[config.mk]
export PLATFORM = sky130hd
export DESIGN_NAME = mini_x86_execute_step_unit_flat
export DESIGN_NICKNAME = d
export VERILOG_FILES = /design/src/hdl/mx86_pkg.sv /design/src/hdl/mx86_instr_if.sv /design/src/hdl/mx86_result_if.sv /design/src/hdl/mx86_ram.sv /design/src/hdl/mx86_front.sv /design/src/hdl/mx86_queue.sv /design/src/hdl/mx86_back.sv /design/src/hdl/mini_x86_execute_step_unit.sv /design/src/flat_wrapper.sv
export SDC_FILE = /design/constraint.sdc
export NUM_CORES = 1
export LEC_CHECK = 0
export ABC_AREA = 1
export BUFFER_PORTS_ARGS = -buffer_cell sky130_fd_sc_hd__clkbuf_2
export CAP_MARGIN = 20
export CORE_MARGIN = 1.5
export CORE_UTILIZATION = 30
export DETAILED_ROUTE_END_ITERATION = 10
export SETUP_SLACK_MARGIN = 0.05
export SLEW_MARGIN = 15
export SYNTH_ARGS = -nofsm -noshare
export SYNTH_HDL_FRONTEND = slang
export SYNTH_HIERARCHICAL = 1
export SYNTH_SLANG_ARGS = --single-unit
[constraint.sdc]
create_clock -name clk -period 5.25 [get_ports clk]
set_clock_uncertainty 0.15 [all_clocks]
set_input_delay 0 -clock clk [delete_from_list [all_inputs] [get_ports clk]]
set_output_delay 0 -clock clk [all_outputs]
set_load 0.01 [all_outputs]
[src/hdl/mx86_pkg.sv]
package mx86_pkg;

	localparam int XLEN   = 32;
	localparam int NREGS  = 8;
	localparam int RIDX_W = 3;
	localparam int LEN_W  = 4;

	// action codes of the incoming decoded instruction
	localparam logic [2:0] ACT_NOP = 3'd0;
	localparam logic [2:0] ACT_RET = 3'd1;
	localparam logic [2:0] ACT_JMP = 3'd2;
	localparam logic [2:0] ACT_MOV = 3'd3;
	localparam logic [2:0] ACT_ADD = 3'd4;
	localparam logic [2:0] ACT_SUB = 3'd5;

	// internal operation after classification
	typedef enum logic [2:0] {
		OP_STEP,
		OP_JMP,
		OP_MOV_IMM,
		OP_MOV_REG,
		OP_ADD,
		OP_SUB,
		OP_ERR
	} op_kind_t;

	typedef struct packed {
		op_kind_t              kind;
		logic [RIDX_W-1:0]     dst;
		logic [RIDX_W-1:0]     src;
		logic [XLEN-1:0]       imm;
		logic [LEN_W-1:0]      len;
	} uop_t;

endpackage

[src/hdl/mx86_instr_if.sv]
interface mx86_instr_if;
	logic        valid;
	logic        ready;
	logic [2:0]  action;
	logic [2:0]  dst_reg;
	logic [2:0]  src_reg;
	logic        src_is_immediate;
	logic [31:0] immediate;
	logic [3:0]  instr_length;

	modport source (
		output valid, action, dst_reg, src_reg, src_is_immediate, immediate, instr_length,
		input  ready
	);
	modport sink (
		input  valid, action, dst_reg, src_reg, src_is_immediate, immediate, instr_length,
		output ready
	);
endinterface

[src/hdl/mx86_result_if.sv]
interface mx86_result_if;
	logic        valid;
	logic        ready;
	logic        error;
	logic [31:0] next_ip;
	logic [31:0] written_value;
	logic        carry_out;
	logic        zero_out;
	logic        sign_out;

	modport source (
		output valid, error, next_ip, written_value, carry_out, zero_out, sign_out,
		input  ready
	);
	modport sink (
		input  valid, error, next_ip, written_value, carry_out, zero_out, sign_out,
		output ready
	);
endinterface

[src/hdl/mx86_ram.sv]
module mx86_ram #(
	parameter int WIDTH = 32,
	parameter int DEPTH = 8
) (
	input  logic                     clk,
	input  logic                     we,
	input  logic [$clog2(DEPTH)-1:0] waddr,
	input  logic [WIDTH-1:0]         wdata,
	input  logic                     re,
	input  logic [$clog2(DEPTH)-1:0] raddr,
	output logic [WIDTH-1:0]         rdata
);
	logic [WIDTH-1:0] mem_q [DEPTH];

	always_ff @(posedge clk) begin
		if (we) begin
			mem_q[waddr] <= wdata;
		end
		if (re) begin
			rdata <= mem_q[raddr];
		end
	end
endmodule

[src/hdl/mx86_front.sv]
module mx86_front (
	input  logic          clk,
	input  logic          arst_n,
	mx86_instr_if.sink    instr,
	output logic          push_valid,
	input  logic          push_ready,
	output mx86_pkg::uop_t push_uop
);
	import mx86_pkg::*;

	logic     valid_s1;
	uop_t     uop_s1;
	op_kind_t kind_c;

	always_comb begin
		unique case (instr.action) inside
			ACT_NOP, ACT_RET: kind_c = OP_STEP;
			ACT_JMP:          kind_c = OP_JMP;
			ACT_MOV:          kind_c = instr.src_is_immediate ? OP_MOV_IMM : OP_MOV_REG;
			ACT_ADD:          kind_c = instr.src_is_immediate ? OP_ERR : OP_ADD;
			ACT_SUB:          kind_c = instr.src_is_immediate ? OP_ERR : OP_SUB;
			default:          kind_c = OP_ERR;
		endcase
	end

	assign instr.ready = !valid_s1 || push_ready;

	always_ff @(posedge clk or negedge arst_n) begin
		if (!arst_n) begin
			valid_s1 <= 1'b0;
		end else if (instr.ready) begin
			valid_s1 <= instr.valid;
		end
	end

	always_ff @(posedge clk) begin
		if (instr.ready && instr.valid) begin
			uop_s1.kind <= kind_c;
			uop_s1.dst  <= instr.dst_reg;
			uop_s1.src  <= instr.src_reg;
			uop_s1.imm  <= instr.immediate;
			uop_s1.len  <= instr.instr_length;
		end
	end

	assign push_valid = valid_s1;
	assign push_uop   = uop_s1;
endmodule

[src/hdl/mx86_queue.sv]
// DEPTH must be at least 2.
module mx86_queue #(
	parameter int DEPTH = 2
) (
	input  logic           clk,
	input  logic           arst_n,
	input  logic           push_valid,
	output logic           push_ready,
	input  mx86_pkg::uop_t push_uop,
	output logic           pop_valid,
	input  logic           pop_ready,
	output mx86_pkg::uop_t pop_uop
);
	import mx86_pkg::*;

	localparam int PW = $clog2(DEPTH);
	localparam int CW = $clog2(DEPTH + 1);

	uop_t          slot_q [DEPTH];
	logic [PW-1:0] wr_ptr_q;
	logic [PW-1:0] rd_ptr_q;
	logic [CW-1:0] count_q;
	logic          do_push;
	logic          do_pop;

	assign push_ready = (count_q != CW'(DEPTH));
	assign pop_valid  = (count_q != '0);
	assign do_push    = push_valid && push_ready;
	assign do_pop     = pop_valid && pop_ready;
	assign pop_uop    = slot_q[rd_ptr_q];

	always_ff @(posedge clk or negedge arst_n) begin
		if (!arst_n) begin
			wr_ptr_q <= '0;
			rd_ptr_q <= '0;
			count_q  <= '0;
		end else begin
			if (do_push) begin
				wr_ptr_q <= (wr_ptr_q == PW'(DEPTH - 1)) ? '0 : wr_ptr_q + 1'b1;
			end
			if (do_pop) begin
				rd_ptr_q <= (rd_ptr_q == PW'(DEPTH - 1)) ? '0 : rd_ptr_q + 1'b1;
			end
			if (do_push && !do_pop) begin
				count_q <= count_q + 1'b1;
			end else if (do_pop && !do_push) begin
				count_q <= count_q - 1'b1;
			end
		end
	end

	always_ff @(posedge clk) begin
		if (do_push) begin
			slot_q[wr_ptr_q] <= push_uop;
		end
	end
endmodule

[src/hdl/mx86_back.sv]
module mx86_back (
	input  logic           clk,
	input  logic           arst_n,
	input  logic           pop_valid,
	output logic           pop_ready,
	input  mx86_pkg::uop_t pop_uop,
	mx86_result_if.source  result
);
	import mx86_pkg::*;

	// architectural state outside the register file
	logic [XLEN-1:0]   ip_q;
	logic              carry_q;
	logic              zero_q;
	logic              sign_q;
	logic [NREGS-1:0]  rf_vld_q;

	// execute stage
	logic              valid_s2;
	uop_t              uop_s2;
	logic              hit_a_s2;
	logic              hit_b_s2;
	logic              vld_a_s2;
	logic              vld_b_s2;
	logic [XLEN-1:0]   byp_s2;
	logic [XLEN-1:0]   rdata_a;
	logic [XLEN-1:0]   rdata_b;

	// output register
	logic              out_valid_q;
	logic              out_err_q;
	logic [XLEN-1:0]   out_ip_q;
	logic [XLEN-1:0]   out_wv_q;
	logic              out_c_q;
	logic              out_z_q;
	logic              out_s_q;

	logic              adv;
	logic              pop;
	logic [XLEN-1:0]   opa;
	logic [XLEN-1:0]   opb;
	logic [XLEN:0]     sum;
	logic [XLEN:0]     diff;
	logic [XLEN-1:0]   step_ip;
	logic              wr_c;
	logic              rf_we;
	logic [XLEN-1:0]   rf_wdata;
	logic              res_err;
	logic [XLEN-1:0]   res_ip;
	logic              res_c;
	logic              res_z;
	logic              res_s;

	assign adv       = valid_s2 && (!out_valid_q || result.ready);
	assign pop_ready = !valid_s2 || adv;
	assign pop       = pop_valid && pop_ready;

	// two copies of the register file, one per read port
	mx86_ram #(.WIDTH(XLEN), .DEPTH(NREGS)) u_rf_a (
		.clk   (clk),
		.we    (rf_we),
		.waddr (uop_s2.dst),
		.wdata (rf_wdata),
		.re    (pop),
		.raddr (pop_uop.dst),
		.rdata (rdata_a)
	);

	mx86_ram #(.WIDTH(XLEN), .DEPTH(NREGS)) u_rf_b (
		.clk   (clk),
		.we    (rf_we),
		.waddr (uop_s2.dst),
		.wdata (rf_wdata),
		.re    (pop),
		.raddr (pop_uop.src),
		.rdata (rdata_b)
	);

	// a write in the read cycle is not seen by the RAM read; forward it
	assign opa = hit_a_s2 ? byp_s2 : (vld_a_s2 ? rdata_a : '0);
	assign opb = hit_b_s2 ? byp_s2 : (vld_b_s2 ? rdata_b : '0);

	assign sum     = {1'b0, opa} + {1'b0, opb};
	assign diff    = {1'b0, opa} - {1'b0, opb};
	assign step_ip = ip_q + {{(XLEN-LEN_W){1'b0}}, uop_s2.len};

	always_comb begin
		res_err  = 1'b0;
		res_ip   = step_ip;
		wr_c     = 1'b0;
		rf_wdata = '0;
		res_c    = carry_q;
		res_z    = zero_q;
		res_s    = sign_q;
		unique case (uop_s2.kind)
			OP_STEP: begin
			end
			OP_JMP: begin
				res_ip = uop_s2.imm;
			end
			OP_MOV_IMM: begin
				wr_c     = 1'b1;
				rf_wdata = uop_s2.imm;
			end
			OP_MOV_REG: begin
				wr_c     = 1'b1;
				rf_wdata = opb;
			end
			OP_ADD: begin
				wr_c     = 1'b1;
				rf_wdata = sum[XLEN-1:0];
				res_c    = sum[XLEN];
				res_z    = (sum[XLEN-1:0] == '0);
				res_s    = sum[XLEN-1];
			end
			OP_SUB: begin
				wr_c     = 1'b1;
				rf_wdata = diff[XLEN-1:0];
				res_c    = diff[XLEN];
				res_z    = (diff[XLEN-1:0] == '0);
				res_s    = diff[XLEN-1];
			end
			default: begin
				res_err = 1'b1;
				res_ip  = ip_q;
			end
		endcase
	end

	assign rf_we = adv && wr_c;

	always_ff @(posedge clk or negedge arst_n) begin
		if (!arst_n) begin
			valid_s2    <= 1'b0;
			out_valid_q <= 1'b0;
			ip_q        <= '0;
			carry_q     <= 1'b0;
			zero_q      <= 1'b0;
			sign_q      <= 1'b0;
			rf_vld_q    <= '0;
		end else begin
			if (pop_ready) begin
				valid_s2 <= pop_valid;
			end
			if (adv) begin
				out_valid_q <= 1'b1;
				ip_q        <= res_ip;
				carry_q     <= res_c;
				zero_q      <= res_z;
				sign_q      <= res_s;
			end else if (result.ready) begin
				out_valid_q <= 1'b0;
			end
			if (rf_we) begin
				rf_vld_q[uop_s2.dst] <= 1'b1;
			end
		end
	end

	always_ff @(posedge clk) begin
		if (pop) begin
			uop_s2   <= pop_uop;
			hit_a_s2 <= rf_we && (uop_s2.dst == pop_uop.dst);
			hit_b_s2 <= rf_we && (uop_s2.dst == pop_uop.src);
			vld_a_s2 <= rf_vld_q[pop_uop.dst];
			vld_b_s2 <= rf_vld_q[pop_uop.src];
			byp_s2   <= rf_wdata;
		end
		if (adv) begin
			out_err_q <= res_err;
			out_ip_q  <= res_ip;
			out_wv_q  <= rf_wdata;
			out_c_q   <= res_c;
			out_z_q   <= res_z;
			out_s_q   <= res_s;
		end
	end

	assign result.valid         = out_valid_q;
	assign result.error         = out_err_q;
	assign result.next_ip       = out_ip_q;
	assign result.written_value = out_wv_q;
	assign result.carry_out     = out_c_q;
	assign result.zero_out      = out_z_q;
	assign result.sign_out      = out_s_q;

	a_err_no_write: assert property (@(posedge clk) disable iff (!arst_n)
		adv && (uop_s2.kind == OP_ERR) |-> !rf_we && (rf_wdata == '0))
		else $error("error step writes the register file");

	a_err_keeps_state: assert property (@(posedge clk) disable iff (!arst_n)
		adv && (uop_s2.kind == OP_ERR) |=> (ip_q == $past(ip_q)) && (carry_q == $past(carry_q))
			&& (zero_q == $past(zero_q)) && (sign_q == $past(sign_q)))
		else $error("error step changed pointer or flags");

	a_mov_keeps_flags: assert property (@(posedge clk) disable iff (!arst_n)
		adv && ((uop_s2.kind == OP_MOV_IMM) || (uop_s2.kind == OP_MOV_REG))
			|=> (carry_q == $past(carry_q)) && (zero_q == $past(zero_q))
			&& (sign_q == $past(sign_q)))
		else $error("mov changed the flags");

	a_result_matches_state: assert property (@(posedge clk) disable iff (!arst_n)
		adv |=> result.valid && (result.next_ip == ip_q) && (result.carry_out == carry_q))
		else $error("result beat disagrees with committed state");
endmodule

[src/hdl/mini_x86_execute_step_unit.sv]
// Executes one already-decoded instruction of a small 32-bit x86 integer
// subset per beat: eight 32-bit registers (all zero after reset), an
// instruction pointer and carry, zero and sign flags. Every instruction
// beat on instr yields exactly one beat on result carrying the error bit,
// the pointer after the step, the value now in the destination register
// (zero when none was written) and the three flags. nop and ret advance
// the pointer by instr_length (ret does not pop), jmp loads the immediate
// as an absolute target, mov copies an immediate or register and keeps
// the flags, add and sub (register source only) write the result and set
// carry/borrow, zero and sign. add or sub with an immediate source and any
// other action code return error with all state untouched. Throughput is
// one instruction per clock while result.ready holds: a classify stage
// feeds a small queue, the register file is read on each pop from the
// queue (two RAM copies, one per operand port, with the write of the
// step before forwarded) and the execute stage commits. An accepted
// instruction beat passes the classify register, a queue slot, the
// execute stage and the output register to its result beat; a stalled
// result side backs up through the output register, the execute stage,
// QUEUE_DEPTH queue slots, the classify register, then instr.ready drops.
module mini_x86_execute_step_unit #(
	parameter int QUEUE_DEPTH = 2
) (
	input  logic          clk,
	input  logic          arst_n,
	mx86_instr_if.sink    instr,
	mx86_result_if.source result
);
	import mx86_pkg::*;

	// front to queue
	logic push_valid;
	logic push_ready;
	uop_t push_uop;

	// queue to back end
	logic pop_valid;
	logic pop_ready;
	uop_t pop_uop;

	mx86_front u_front (
		.clk        (clk),
		.arst_n     (arst_n),
		.instr      (instr),
		.push_valid (push_valid),
		.push_ready (push_ready),
		.push_uop   (push_uop)
	);

	mx86_queue #(.DEPTH(QUEUE_DEPTH)) u_queue (
		.clk        (clk),
		.arst_n     (arst_n),
		.push_valid (push_valid),
		.push_ready (push_ready),
		.push_uop   (push_uop),
		.pop_valid  (pop_valid),
		.pop_ready  (pop_ready),
		.pop_uop    (pop_uop)
	);

	mx86_back u_back (
		.clk       (clk),
		.arst_n    (arst_n),
		.pop_valid (pop_valid),
		.pop_ready (pop_ready),
		.pop_uop   (pop_uop),
		.result    (result)
	);
endmodule
[src/flat_wrapper.sv]
// flat-port wrapper written by rule: the top's interface ports become plain ports
module mini_x86_execute_step_unit_flat import mx86_pkg::*;
#(
	parameter int QUEUE_DEPTH = 2
)
  (clk, arst_n, instr_valid, instr_action, instr_dst_reg, instr_src_reg, instr_src_is_immediate, instr_immediate, instr_instr_length, instr_ready, result_valid, result_error, result_next_ip, result_written_value, result_carry_out, result_zero_out, result_sign_out, result_ready);
  mx86_instr_if instr_i ();
  mx86_result_if result_i ();
  input  logic clk;
  input  logic arst_n;
  input wire logic [$bits(instr_i.valid)-1:0] instr_valid;
  input wire logic [$bits(instr_i.action)-1:0] instr_action;
  input wire logic [$bits(instr_i.dst_reg)-1:0] instr_dst_reg;
  input wire logic [$bits(instr_i.src_reg)-1:0] instr_src_reg;
  input wire logic [$bits(instr_i.src_is_immediate)-1:0] instr_src_is_immediate;
  input wire logic [$bits(instr_i.immediate)-1:0] instr_immediate;
  input wire logic [$bits(instr_i.instr_length)-1:0] instr_instr_length;
  output wire logic [$bits(instr_i.ready)-1:0] instr_ready;
  output wire logic [$bits(result_i.valid)-1:0] result_valid;
  output wire logic [$bits(result_i.error)-1:0] result_error;
  output wire logic [$bits(result_i.next_ip)-1:0] result_next_ip;
  output wire logic [$bits(result_i.written_value)-1:0] result_written_value;
  output wire logic [$bits(result_i.carry_out)-1:0] result_carry_out;
  output wire logic [$bits(result_i.zero_out)-1:0] result_zero_out;
  output wire logic [$bits(result_i.sign_out)-1:0] result_sign_out;
  input wire logic [$bits(result_i.ready)-1:0] result_ready;
  assign instr_i.valid = instr_valid;
  assign instr_i.action = instr_action;
  assign instr_i.dst_reg = instr_dst_reg;
  assign instr_i.src_reg = instr_src_reg;
  assign instr_i.src_is_immediate = instr_src_is_immediate;
  assign instr_i.immediate = instr_immediate;
  assign instr_i.instr_length = instr_instr_length;
  assign instr_ready = instr_i.ready;
  assign result_valid = result_i.valid;
  assign result_error = result_i.error;
  assign result_next_ip = result_i.next_ip;
  assign result_written_value = result_i.written_value;
  assign result_carry_out = result_i.carry_out;
  assign result_zero_out = result_i.zero_out;
  assign result_sign_out = result_i.sign_out;
  assign result_i.ready = result_ready;
  mini_x86_execute_step_unit #(.QUEUE_DEPTH(QUEUE_DEPTH)) u_core (.clk(clk), .arst_n(arst_n), .instr(instr_i), .result(result_i));
endmodule
==> impl_metrics.csv <==
group,metric,value,unit
outcome,status,"completed",
floorplanning,die_w,384,microns
yosys,synth_warnings,6,
drt,viasPerCell,4.67,
setup_path,worstPathMaxFanout,24,
placed_design,hpwlAfterDp,87800,microns
setup_path,critPathLaunchType,"flip-flop",
setup_path,critPathTopFamily,"simple AND/OR/NAND/NOR gates",
placed_design,gp_congestion,0.998,
drt,final_antenna_net_count,0,
drt,drtIter0Drc,3023,
timing,tns,0,ns
yosys,ys_ff_latch,907,
yosys,yosysSeqAreaShare,0.619,
yosys,syn_nets,4716,
setup_path,critPathKind,"flip-flop to flip-flop",
grt,grt_pass1_wl,197000,microns
clock_tree,clockBufferDepth,3,
drt,vias,31800,
floorplanning,rows,139,
setup_path,critical-path-max-stage-delay,0.47,ns
timing,hold_viol,0,
grt,grt_antenna_before_repair,5,
finish,seq_area,27000,sq um
setup_path,rr_worst_depth,18,
floorplanning,core_area,144000,sq um
timing,min_period_over_period,0.885,
timing,rsz0062_at_grt,"no",
timing,max_freq,215,MHz
clock_tree,post_cts_buffers,0,
placed_design,pre_cts_ws,0.795,ns
finish,num-fill-cells,14200,
finish,drive_above_1_share,0.0858,
clock_tree,ctsHoldBuffers,100,
finish,multi_input_area,12500,sq um
clock_tree,clk_pin_slew_worst_paths,0.06,ns
timing,min_period,4.65,ns
setup_path,required,5.70,ns
clock_tree,cts_root_buf,"clkbuf_16",
placed_design,numPortBuffers,119,
job,max_cap_violations,0,
yosys,synthFlopType,"edfxtp_1",
drt,detail_route.wl_per_cell,19.5,microns
setup_path,critPathBufInv,3,
setup_path,crit_cells,18,
timing,setup_violations,0,
timing,max_slew_margin,0.256,
clock_tree,cts.sinks,907,
timing,setup_slack,0.603,ns
setup_path,path_cells,"buf_4, buf_4, a22oi_1, inv_1, ha_1, nand2_1, nor2_1, nand3_1, nand3_1, xor2_1, nand3_1, nor2_1, nand3_1, nor2_1, nand2_1, nand3_2, nand2_1, nand2_1",
drt,dr.pass1.iters,5,
setup_path,crit_start,"u_core/u_back/hit_b_s2",
floorplanning,die_h,384,microns
yosys,synthesis.area,43600,sq um
setup_path,timing.rr.start,"u_core/u_back/hit_b_s2",
drt,drcViolationCount,0,
yosys,yosysTopAreaCellShare,0.590,
yosys,synth_cell_types,57,
clock_tree,cts_buffers,94,
grt,grt-ovfl-total,0,
timing,tightest_slew,1.12,ns
setup_path,critPathCaptureType,"flip-flop",
grt,grt_pass1_vias,30900,
yosys,synth_edf_count,857,
setup_path,worstReg2RegEnd,"u_core/u_back/zero_q",
drt,routed_wl,133000,microns
yosys,synth_largest_area_cell,"edfxtp_1",
yosys,synth_cells,4593,
grt,grt_max_degree,136,
yosys,synth.area.top_cells,"edfxtp_1, nand2_1, inv_1",
clock_tree,cts-resized-gates,0,
clock_tree,cts_tree,"built",
setup_path,endpoint,"u_core/u_back/zero_q",
floorplanning,initial_core_util,0.303,
setup_path,cp.arrival,5.10,ns
setup_path,cpMaxStageDelayCell,"nor2_1",
finish,synthToLayoutAreaGrowth,15.9,%
finish,final_common_cell,"nand2_1",
clock_tree,htree_levels,3,
timing,finalMaxSlewViolations,0,
finish,layout_common_cells,"nand2_1, inv_1, edfxtp_1",
yosys,async_reset_ff_frac,0.0551,
floorplanning,fp.dieArea,148000,sq um
floorplanning,io_pins,120,
yosys,avgSynthCellArea,9.49,sq um
grt,grt_use_total,0.177,
finish,nNetsFinal,4953,
clock_tree,clock_latency,0.68,ns
setup_path,r2r_slack,0.60,ns
hold_path,hp-class,"flip-flop to flip-flop",
## Yosys cell counts, types with 7 or more instances
master    instances
a21oi_1          59
a221oi_1         10
a22o_1           22
a22oi_1          46
buf_1            14
buf_2            57
buf_4            14
buf_6            26
clkbuf_1         43
dfrtp_1          50
edfxtp_1        857
ha_1             70
inv_1           861
inv_2             8
nand2_1        1650
nand2_2           7
nand3_1         368
nand4_1          14
nor2_1          163
nor2_2            9
nor3_1           16
o211ai_1         16
o21ai_0          70
o21bai_1          7
o221ai_1         20
o22ai_1           9
xor2_1           25
## routing by layer
layer | up-vias | track usage | share of wire
met5 | - | 0 | 0.000075
met1 | 15400 | 0.236 | 0.43
met3 | 202 | 0.0198 | 0.057
li1 | 15200 | - | -
met2 | 1005 | 0.298 | 0.48
met4 | 2 | 0.0640 | 0.033
## worst min-delay path by stage
stage	from	end	slack [ns]	depth (start not counted)
6_report	u_core/u_front/push_uop[24]	u_core/u_queue/slot_q[1][24]	0.30	0
5_1_grt	u_core/u_front/push_uop[5]	u_core/u_queue/slot_q[1][5]	0.30	0
4_1_cts	u_core/u_front/push_uop[26]	u_core/u_queue/slot_q[0][26]	0.29	0
3_5_place_dp	instr_immediate[7]	u_core/u_front/push_uop[11]	0.03	1
3_3_place_gp	instr_immediate[12]	u_core/u_front/push_uop[16]	0.03	1
2_1_floorplan	arst_n	u_core/u_back/carry_q	-0.45	0
## cell type report
| cell class | count | area share |
|---|---|---|
| antenna | 1 | 0.0000495 |
| clock buffer | 117 | 0.0493 |
| clock inverter | 54 | 0.0103 |
| inverter | 875 | 0.0653 |
| multi-input combinational | 2649 | 0.248 |
| sequential | 907 | 0.534 |
| tap | 1903 | 0.0471 |
| timing repair buffer | 303 | 0.0458 |
## state kept, by name, summed over array words and instances (netlist names), 2 cells and up
| signal | cells |
|---|---|
| u_core/u_back/u_rf_b/rdata | 32 |
| u_core/u_back/u_rf_b/mem_q | 256 |
| u_core/u_front/push_uop | 45 |
| u_core/u_queue/count_q | 2 |
| u_core/u_back/ip_q | 32 |
| u_core/u_back/uop_s2 | 42 |
| u_core/u_back/result.next_ip | 32 |
| u_core/u_back/byp_s2 | 32 |
| u_core/u_back/u_rf_a/mem_q | 256 |
| u_core/u_back/rf_vld_q | 8 |
| u_core/u_back/result.written_value | 32 |
| u_core/u_back/u_rf_a/rdata | 32 |
| u_core/u_queue/slot_q | 90 |
## per-stage QoR
step           instance area (sq um)  std cells  utilization  hold slack, ns
5_1_grt                        50500       6808        0.351           0.305
2_1_floorplan                  43600       4593            -          -0.446
3_3_place_gp                   46500       6535        0.323          0.0270
6_report                       50500       6809        0.351           0.298
3_5_place_dp                   46500       6535        0.323          0.0286
4_1_cts                        50500       6806        0.351           0.295
## cell families after synthesis
family | synth area share
and+or+nand+nor | 0.210
buffers and inverters | 0.0984
DFF | 0.619
AOI/OAI and AO/OA | 0.0455
adders and majority gates | 0.0215
xor gates and xnor gates | 0.00543
Power is left out: the tool's default activity adds up to more than one toggle a clock period on the data nets, which glitch-free logic cannot reach.
